## config.mk

```make
export PLATFORM = sky130hd
export DESIGN_NAME = two_button_debounce_double_click
export DESIGN_NICKNAME = d
export VERILOG_FILES = /design/src/rtl/tbddc_pkg.sv /design/src/rtl/two_button_debounce_double_click.sv /design/src/rtl/tbddc_debounce.sv
export SDC_FILE = /design/constraint.sdc
export NUM_CORES = 1
export LEC_CHECK = 0
export BUFFER_PORTS_ARGS = -buffer_cell sky130_fd_sc_hd__buf_2
export CORE_MARGIN = 4
export CORE_UTILIZATION = 35
export DETAILED_ROUTE_END_ITERATION = 7
export SYNTH_ARGS = -nofsm -noshare
export SYNTH_HDL_FRONTEND = slang
export SYNTH_HIERARCHICAL = 1
export SYNTH_SLANG_ARGS = --single-unit
export TNS_END_PERCENT = 30
```

## constraint.sdc

```tcl
create_clock -name clk -period 6.28 [get_ports clk]
set_clock_uncertainty 0.05 [all_clocks]
set_input_delay 0.628 -clock clk [delete_from_list [all_inputs] [get_ports clk]]
set_output_delay 0.628 -clock clk [all_outputs]
set_load 0.005 [all_outputs]
```

## src/rtl/tbddc_pkg.sv

```systemverilog
// Shared constants for the two-button debounce and double-click block.
`timescale 1ns / 1ps

package tbddc_pkg;

    localparam int CFG_WIDTH = 16;
    localparam int CFG_INDEX_WIDTH = 1;

    typedef logic [CFG_WIDTH-1:0] cfg_word_t;

    typedef enum logic [CFG_INDEX_WIDTH-1:0] {
        REG_DEBOUNCE_TICKS     = 1'b0,
        REG_DOUBLE_CLICK_TICKS = 1'b1
    } cfg_reg_t;

    localparam cfg_word_t DEBOUNCE_TICKS_RESET     = 16'd40;
    localparam cfg_word_t DOUBLE_CLICK_TICKS_RESET = 16'd350;

endpackage

```

## src/rtl/two_button_debounce_double_click.sv

```systemverilog
// Top level: two debounced buttons with double-click detection on button 1.
// Path: a word is taken into the input register, then its result is written into the result register.
// Throughput: one word per cycle unless a result stalls; the single pass of subtract/compare logic sets this.
// A stalled result holds the input register full; in_ready then drops until out_ready.
// Reset: asynchronous active low; buttons released, no click pending, timestamps zero,
// debounce_ticks 40 and double_click_ticks 350.
`timescale 1ns / 1ps

module two_button_debounce_double_click
    import tbddc_pkg::*;
#(
    parameter int TIME_WIDTH = 32
)
(
    input  logic                       clk,
    input  logic                       rst_n,
    input  logic                       cfg_write,
    input  logic [CFG_INDEX_WIDTH-1:0] cfg_index,
    input  logic [CFG_WIDTH-1:0]       cfg_data,
    input  logic                       in_valid,
    output logic                       in_ready,
    input  logic [TIME_WIDTH-1:0]      now_ticks,
    input  logic                       button1_pressed,
    input  logic                       button2_pressed,
    input  logic                       morse_mode,
    output logic                       out_valid,
    input  logic                       out_ready,
    output logic                       ui_scroll,
    output logic                       ui_back,
    output logic                       ui_select,
    output logic                       char_gap,
    output logic                       word_gap,
    output logic                       end_message
);

    cfg_word_t debounce_ticks_reg;
    cfg_word_t double_click_ticks_reg;

    logic                  in_valid_reg;
    logic [TIME_WIDTH-1:0] now_reg;
    logic                  b1_raw_reg;
    logic                  b2_raw_reg;
    logic                  morse_reg;

    logic                  click_pending_reg;
    logic [TIME_WIDTH-1:0] release_time_reg;

    logic out_valid_reg;
    logic scroll_reg, back_reg, select_reg, cgap_reg, wgap_reg, endm_reg;

    logic                  fire;
    logic                  b1_release;
    logic                  b2_release;
    logic [TIME_WIDTH-1:0] since_release;
    logic                  in_window;
    logic                  is_double;
    logic                  timeout;

    // configuration
    always_ff @(posedge clk or negedge rst_n)
    begin
        if (!rst_n)
        begin
            debounce_ticks_reg     <= DEBOUNCE_TICKS_RESET;
            double_click_ticks_reg <= DOUBLE_CLICK_TICKS_RESET;
        end
        else if (cfg_write)
        begin
            case (cfg_reg_t'(cfg_index))
                REG_DEBOUNCE_TICKS:     debounce_ticks_reg     <= cfg_data;
                REG_DOUBLE_CLICK_TICKS: double_click_ticks_reg <= cfg_data;
                default: ;
            endcase
        end
    end

    assign fire     = in_valid_reg && (!out_valid_reg || out_ready);
    assign in_ready = !in_valid_reg || fire;

    // input register
    always_ff @(posedge clk or negedge rst_n)
    begin
        if (!rst_n)
        begin
            in_valid_reg <= 1'b0;
        end
        else if (in_ready)
        begin
            in_valid_reg <= in_valid;
        end
    end

    always_ff @(posedge clk)
    begin
        if (in_valid && in_ready)
        begin
            now_reg    <= now_ticks;
            b1_raw_reg <= button1_pressed;
            b2_raw_reg <= button2_pressed;
            morse_reg  <= morse_mode;
        end
    end

    tbddc_debounce #(
        .TIME_WIDTH (TIME_WIDTH)
    ) u_deb1 (
        .clk            (clk),
        .rst_n          (rst_n),
        .step           (fire),
        .raw            (b1_raw_reg),
        .now            (now_reg),
        .debounce_ticks (debounce_ticks_reg),
        .released       (b1_release)
    );

    tbddc_debounce #(
        .TIME_WIDTH (TIME_WIDTH)
    ) u_deb2 (
        .clk            (clk),
        .rst_n          (rst_n),
        .step           (fire),
        .raw            (b2_raw_reg),
        .now            (now_reg),
        .debounce_ticks (debounce_ticks_reg),
        .released       (b2_release)
    );

    // click window; a release that opens a new window cannot also time out
    assign since_release = now_reg - release_time_reg;
    assign in_window     = since_release <=
                           {{(TIME_WIDTH-CFG_WIDTH){1'b0}}, double_click_ticks_reg};
    assign is_double     = b1_release && click_pending_reg && in_window;
    assign timeout       = !b1_release && click_pending_reg && !in_window;

    always_ff @(posedge clk or negedge rst_n)
    begin
        if (!rst_n)
        begin
            click_pending_reg <= 1'b0;
            release_time_reg  <= '0;
        end
        else if (fire)
        begin
            if (b1_release)
            begin
                click_pending_reg <= !is_double;
                if (!is_double)
                begin
                    release_time_reg <= now_reg;
                end
            end
            else if (timeout)
            begin
                click_pending_reg <= 1'b0;
            end
        end
    end

    // result register
    always_ff @(posedge clk or negedge rst_n)
    begin
        if (!rst_n)
        begin
            out_valid_reg <= 1'b0;
        end
        else if (fire)
        begin
            out_valid_reg <= 1'b1;
        end
        else if (out_ready)
        begin
            out_valid_reg <= 1'b0;
        end
    end

    always_ff @(posedge clk)
    begin
        if (fire)
        begin
            scroll_reg <= timeout && !morse_reg;
            back_reg   <= is_double;
            endm_reg   <= is_double && morse_reg;
            cgap_reg   <= b1_release && !is_double && morse_reg;
            select_reg <= b2_release && !morse_reg;
            wgap_reg   <= b2_release && morse_reg;
        end
    end

    assign out_valid   = out_valid_reg;
    assign ui_scroll   = scroll_reg;
    assign ui_back     = back_reg;
    assign ui_select   = select_reg;
    assign char_gap    = cgap_reg;
    assign word_gap    = wgap_reg;
    assign end_message = endm_reg;

    a_fire_gives_result: assert property (@(posedge clk) disable iff (!rst_n)
        fire |=> out_valid_reg)
        else $error("processed word produced no result");

    a_end_needs_back: assert property (@(posedge clk) disable iff (!rst_n)
        (out_valid_reg && endm_reg) |-> back_reg)
        else $error("end_message without ui_back");

    a_scroll_vs_b1: assert property (@(posedge clk) disable iff (!rst_n)
        out_valid_reg |-> !(scroll_reg && (back_reg || cgap_reg)))
        else $error("scroll together with a button 1 release event");

    a_b2_one_event: assert property (@(posedge clk) disable iff (!rst_n)
        out_valid_reg |-> !(select_reg && wgap_reg))
        else $error("select and word_gap together");

    a_pending_after_double: assert property (@(posedge clk) disable iff (!rst_n)
        (fire && is_double) |=> !click_pending_reg)
        else $error("click still pending after double click");

endmodule

```

## src/rtl/tbddc_debounce.sv

```systemverilog
// Debouncer for one button: raw level tracking, edge timestamp and stable level.
`timescale 1ns / 1ps

module tbddc_debounce
    import tbddc_pkg::*;
#(
    parameter int TIME_WIDTH = 32
)
(
    input  logic                  clk,
    input  logic                  rst_n,
    input  logic                  step,
    input  logic                  raw,
    input  logic [TIME_WIDTH-1:0] now,
    input  cfg_word_t             debounce_ticks,
    output logic                  released
);

    logic                  last_raw_reg;
    logic                  stable_reg;
    logic [TIME_WIDTH-1:0] edge_time_reg;

    logic                  raw_moved;
    logic [TIME_WIDTH-1:0] held;
    logic                  change;

    // a fresh raw edge restarts the hold time at zero
    assign raw_moved = (raw != last_raw_reg);
    assign held      = raw_moved ? '0 : (now - edge_time_reg);
    assign change    = (held >= {{(TIME_WIDTH-CFG_WIDTH){1'b0}}, debounce_ticks})
                       && (raw != stable_reg);
    assign released  = change && !raw;

    always_ff @(posedge clk or negedge rst_n)
    begin
        if (!rst_n)
        begin
            last_raw_reg  <= 1'b0;
            stable_reg    <= 1'b0;
            edge_time_reg <= '0;
        end
        else if (step)
        begin
            last_raw_reg <= raw;
            if (raw_moved)
            begin
                edge_time_reg <= now;
            end
            if (change)
            begin
                stable_reg <= raw;
            end
        end
    end

endmodule

```

==> out/results.tsv, run 1 <==
stage	metric	value	unit
clocking	cts_setup_buffers	0	
yosys	ys_seq_area_frac	0.330	
sta	worst_pin_slew	1.03	ns
worst_setup_path	max_stage_delay	0.82	ns
worst_setup_path	required	6.55	ns
pwr	ir_drop	0.000176	V
yosys	synth_most_common_cell	inv_1	
yosys	synth_enable_flop_cells	41	
pwr	seq_power_share	0.242	
sta	tns	0	ns
worst_setup_path	r2r-start	now_reg[1]	
yosys	synth_compound_area_frac	0.194	
clocking	cts_tree	yes	
pwr	power	7.06	mW
worst_setup_path	critPathLaunch	now_reg[1]	
floorplan	die_w	208	um
placement	post-place-ws	0.787	ns
worst_setup_path	critPathSlowestCell	a2111oi_0	
sta	period_minus_slack	5.65	ns
clocking	clk_latency	0.45	ns
global_route	grt_usage	0.169	
pwr	power.density	459	mW/mm^2
detailed_routing	drt-pass1-iter-count	5	
detailed_routing	vias	11400	
final_layout	antenna_cells	0	
sta	maxSlewHeadroom	0.315	
pwr	p_comb_frac	0.599	
placement	io_buffers	64	
final_layout	fillers	3920	
floorplan	rows	72	
yosys	synthFlopType	dfrtp_1	
global_route	grt_pass1_wl	59400	um
sta	setup_slack	0.627	ns
pwr	p_leak	6.95	nW
placement	dp_hpwl	29400	um
placement	placed_area	0.0148	mm^2
detailed_routing	drt_iter0_markers	820	
yosys	synthTopCellsByCount	inv_1 (160), ha_1 (141), dfrtp_1 (127)	
clocking	cts_resized	0	
yosys	syn_area	0.0140	mm^2
worst_setup_path	ff2ff_setup_slack	0.63	ns
detailed_routing	drt-wirelength-per-cell	18.1	um
yosys	syn-instance-count	1492	
worst_setup_path	critical_path_class	reg -> reg	
pwr	p_switching	3.19	mW
final_layout	fin_nets	1734	
sta	setup_viol	0	
worst_setup_path	crit_fanout	27	
global_route	overflow	0	
yosys	syn-num-nets	1693	
worst_setup_path	r2r-end	release_time_reg[30]	
sta	max_freq	177	MHz
final_layout	fin_util	0.393	
yosys	synth_xor_area_frac	0.0389	
global_route	antenna_found_initial	1	
yosys	synth_cell_type_count	93	
clocking	clk_pin_slew	0.08	ns
flow_run	cap_violations	0	
yosys	synth_area_leaders	dfrtp_1 (23%), ha_1 (13%), edfxtp_1 (8.8%)	
pwr	p_clk_frac	0.159	
floorplan	initial_core_util	0.357	
yosys	yosys.area.top_type	dfrtp_1	
yosys	synth-seq-cells	176	
detailed_routing	viasPerCell	5.54	
sta	rsz0062_at_grt	false	
detailed_routing	ant_nets	0	
min_path	hold_path.class	in -> async	
final_layout	drive_gt1_frac	0.164	
placement	dp_cells	2032	
final_layout	area_delta_synth_final	9.94	%
sta	slew_viol_final	0	
clocking	cts_sinks	176	
clocking	cts_buffers	17	
worst_setup_path	arrival	5.92	ns
floorplan	core_area	0.0391	mm^2
clocking	cts_buffer_depth	2	
yosys	asyncSetResetFlopFracSynth	0.767	
floorplan	ios	65	
detailed_routing	routed_wl	37300	um
run_status	status	complete, no violations	
pwr	sw_frac_of_total	0.452	
worst_setup_path	crit_path_end_kind	flop	
yosys	yosys.area_share.simple	0.136	
yosys	synth_fa_ha_area_frac	0.131	
floorplan	dieArea	0.0432	mm^2
pwr	intPower	3.87	mW
sta	holdWs	0.156	ns
final_layout	instances_no_fill	2064	
sta	final_hold_viol_count	0	
global_route	grt_pass1_vias	11100	
clocking	postCtsHoldBufs	0	
final_layout	design_area	0.0154	mm^2
clocking	htree_levels	4	
yosys	synth_top_family_by_area	compound AO/OA/AOI/OAI gates	
worst_setup_path	reg2regPathDepth	17	
worst_setup_path	cp_cell_sequence	ha_1 -> nor2b_1 -> o2111ai_1 -> a2111oi_0 -> nor3_1 -> o21ai_0 -> xnor2_1 -> nor2_1 -> ha_1 -> a2111oi_0 -> a21boi_0 -> a21oi_1 -> a211oi_1 -> and3_1 -> o21ai_4 -> buf_12 -> mux2_1	
clocking	cts_root_buf	clkbuf_16	
yosys	yosys.area.top_type_share	0.227	
floorplan	fp.dieH	208	um
yosys	synth.avg_cell_area	9.37	um^2
global_route	grt_max_degree	87	
yosys	muxShareOfSynthArea	0.107	
yosys	ys_warn_count	6	
placement	gp_congestion	0.916	
sta	fin_crit_sh	0.900	
worst_setup_path	startpoint_type	flop	
detailed_routing	drc_errors	0	
[cell type report]
class	count	area [um^2]	area share
clock buffers	18	439	0.0286
clock inverters	14	173	0.0112
inverters	160	601	0.0391
multi-input cells	1105	8480	0.552
flip-flops and latches	176	4620	0.301
well taps	518	648	0.0422
repair buffers	73	407	0.0265
[cells in the final DEF, fill, tap and decap left out, types with 7 or more instances in the layout]
master	n
buf_4	8
dfrtp_1	127
nor2_1	77
nor3_1	29
nand2_1	95
clkbuf_16	17
and3_1	14
o21a_1	19
a21oi_1	114
nand3_1	33
a31oi_1	12
o211ai_1	15
ha_1	141
inv_1	160
o21bai_1	7
nand2b_1	14
o21ai_0	52
buf_2	63
mux2_2	96
nand4_1	28
o21ai_1	18
edfxtp_1	41
mux2_1	30
mux2i_1	8
a21o_1	43
o2111ai_1	11
xor2_1	26
a211oi_1	17
nor2b_1	17
dfstp_2	8
and2_1	14
xnor2_1	36
[power groups by stage]
stage          sequential [mW]  combinational, mW  clock [mW]
2_1_floorplan             1.65               3.29           0
3_5_place_dp              1.73               4.16           0
4_1_cts                   1.71               4.19        1.15
5_1_grt                   1.74               4.71        1.19
6_report                  1.71               4.23        1.12
3_3_place_gp              1.71               4.12           0
[cell families (layout without fill, tap and decap cells)]
family                     after synthesis  count (layout)
DFF                                    176             176
adders and majority gates              144             144
xor gates and xnor gates                62              62
AOI/OAI and AO/OA                      396             396
muxes                                  134             134
buffers and inverters                  211             265
and+or+nand+nor                        369             369
[critical path: cells and delay by family (launching register included)]
family          cells  cell delay (ns)
compound gates      8             2.90
simple gates        4             0.73
flops               1             0.54
fa+ha+maj           2             0.53
mux                 1             0.35
buf+inv             1             0.25
xor+xnor            1             0.15
[metal layers]
layer / wire length, um / vias to the layer above / track usage
met5: 0 / - / 0
met4: 968 / 0 / 0.0539
met3: 1400 / 58 / 0.0196
met2: 17600 / 269 / 0.283
met1: 17300 / 5599 / 0.228
li1: - / 5517 / -
[how the worst max path moves through the flow]
stage                           endpoint  slack (ns)  cells after the start
floorplan           release_time_reg[10]        1.92                     20
global placement    release_time_reg[15]        0.94                     17
detailed placement  release_time_reg[30]        0.79                     17
CTS                 release_time_reg[30]        0.73                     17
global route        release_time_reg[30]        0.16                     17
finish              release_time_reg[30]        0.63                     17
Note: power is estimated with default switching activity, not from simulation.
==> inputs of run 2 (changes only) <==
- CTS_BUF_LIST: default -> sky130_fd_sc_hd__clkbuf_16
==> run 2 against run 1 <==
Compared with the run above:
- design area barely moved
- sequential power barely moved
- critical path type unchanged
- clock power barely moved
- worst hold slack improved by 0.0084 ns
- critical endpoint unchanged
- first-iteration DRC count rose by 1.5%
- combinational power barely moved
- via count fell by 0.65%
- wire length barely moved
==> out/results.tsv, run 2 (same netlist as run 1, synthesis figures left out) <==
stage	metric	value	unit
clocking	htree_levels	4	
detailed_routing	drt-pass1-iter-count	5	
clocking	cts_resized	0	
global_route	grt_usage	0.169	
detailed_routing	routed_wl	37300	um
sta	worst_pin_slew	1.02	ns
clocking	cts_buffers	17	
final_layout	instances_no_fill	2065	
worst_setup_path	crit_fanout	27	
worst_setup_path	ff2ff_setup_slack	0.64	ns
flow_run	cap_violations	0	
detailed_routing	vias	11400	
sta	final_hold_viol_count	0	
worst_setup_path	crit_path_end_kind	flop	
floorplan	die_w	208	um
global_route	overflow	0	
detailed_routing	drc_errors	0	
clocking	clk_pin_slew	0.08	ns
placement	dp_cells	2032	
pwr	power.density	459	mW/mm^2
placement	gp_congestion	0.916	
sta	max_freq	177	MHz
pwr	p_leak	6.95	nW
worst_setup_path	critical_path_class	reg -> reg	
placement	post-place-ws	0.787	ns
floorplan	ios	65	
global_route	grt_pass1_vias	11100	
detailed_routing	viasPerCell	5.51	
final_layout	layout_common_cells	inv_1 (160), ha_1 (141), dfrtp_1 (127), a21oi_1 (114), mux2_2 (96)	
floorplan	core_area	0.0391	mm^2
clocking	cts_setup_buffers	0	
sta	maxSlewHeadroom	0.322	
final_layout	fillers	3922	
clocking	cts_tree	yes	
min_path	hold_path.class	in -> async	
global_route	grt_max_degree	87	
floorplan	initial_core_util	0.357	
final_layout	fin_util	0.393	
clocking	postCtsHoldBufs	0	
detailed_routing	drt_iter0_markers	832	
worst_setup_path	required	6.55	ns
clocking	clk_latency	0.45	ns
pwr	ir_drop	0.000181	V
run_status	status	complete, no violations	
sta	slew_viol_final	0	
floorplan	fp.dieH	208	um
placement	dp_hpwl	29400	um
worst_setup_path	startpoint_type	flop	
global_route	grt_pass1_wl	59500	um
final_layout	fin_nets	1734	
final_layout	area_delta_synth_final	9.88	%
sta	fin_crit_sh	0.898	
sta	setup_slack	0.639	ns
sta	period_minus_slack	5.64	ns
clocking	cts_sinks	176	
placement	io_buffers	64	
detailed_routing	drt-wirelength-per-cell	18.1	um
clocking	cts_root_buf	clkbuf_16	
floorplan	rows	72	
pwr	power	7.04	mW
worst_setup_path	arrival	5.91	ns
sta	setup_viol	0	
sta	rsz0062_at_grt	false	
final_layout	drive_gt1_frac	0.163	
final_layout	final_common_cell	inv_1	
clocking	cts_buffer_depth	2	
floorplan	dieArea	0.0432	mm^2
detailed_routing	ant_nets	0	
global_route	antenna_found_initial	1	
sta	tns	0	ns
[run 2: cell types whose count changed in the layout (fill, tap and decap cells not counted)]
cell	delta
diode_2	+1
clkinv_1	+1
clkbuf_8	-1
[run 2: metal layers]
| metal | vias up | global-route usage | wire (um) |
|---|---|---|---|
| met5 | - | 0 | 0 |
| met4 | 0 | 0.0539 | 918 |
| met3 | 54 | 0.0196 | 1540 |
| met2 | 266 | 0.283 | 17700 |
| met1 | 5538 | 0.228 | 17200 |
| li1 | 5511 | - | - |
[run 2: worst max-delay path, cell delays in order, from the launching register on]
cell and delay [ns]:
edfxtp_1 0.54, ha_1 0.34, nor2b_1 0.15, o2111ai_1 0.27, a2111oi_0 0.80, nor3_1 0.21
o21ai_0 0.25, xnor2_1 0.14, nor2_1 0.07, ha_1 0.19, a2111oi_0 0.51, a21boi_0 0.17
a21oi_1 0.46, a211oi_1 0.30, and3_1 0.29, o21ai_4 0.13, buf_12 0.25, mux2_1 0.35
[run 2: area by class of cell]
type                            count  area (um^2)  area share
Antenna cell                        1         2.50    0.000163
Clock buffer                       17          425      0.0277
Clock inverter                     15          176      0.0115
Inverter                          160          601      0.0391
Multi-Input combinational cell   1105         8480       0.552
Sequential cell                   176         4620       0.301
Tap cell                          518          648      0.0422
Timing Repair Buffer               73          407      0.0265
[run 2: worst paths after layout]
check                                startpoint  depth (start not counted)                         end
min                                       rst_n                          1  double_click_ticks_reg[15]
max                                  now_reg[1]                         17        release_time_reg[30]
min in group clk                  now_ticks[15]                          1                 now_reg[15]
max in group asynchronous                 rst_n                          2    u_deb2/edge_time_reg[30]
max reg2reg                          now_reg[1]                         17        release_time_reg[30]
min reg2reg                release_time_reg[10]                          1        release_time_reg[10]
[run 2: report_power, final]
| part | internal [mW] | leakage [nW] | switching [mW] |
|---|---|---|---|
| Sequential | 1.50 | 1.98 | 0.202 |
| Combinational | 1.75 | 4.68 | 2.48 |
| Clock | 0.600 | 0.295 | 0.507 |
| Total | 3.85 | 6.95 | 3.19 |
[run 2: metrics by stage]
| stage | hold WS, ns | cell area, um^2 |
|---|---|---|
| 2_1_floorplan | 0.282 | 14000 |
| 3_3_place_gp | 0.416 | 14800 |
| 3_5_place_dp | 0.426 | 14800 |
| 4_1_cts | 0.230 | 15400 |
| 5_1_grt | 0.263 | 15400 |
| 6_report | 0.164 | 15400 |
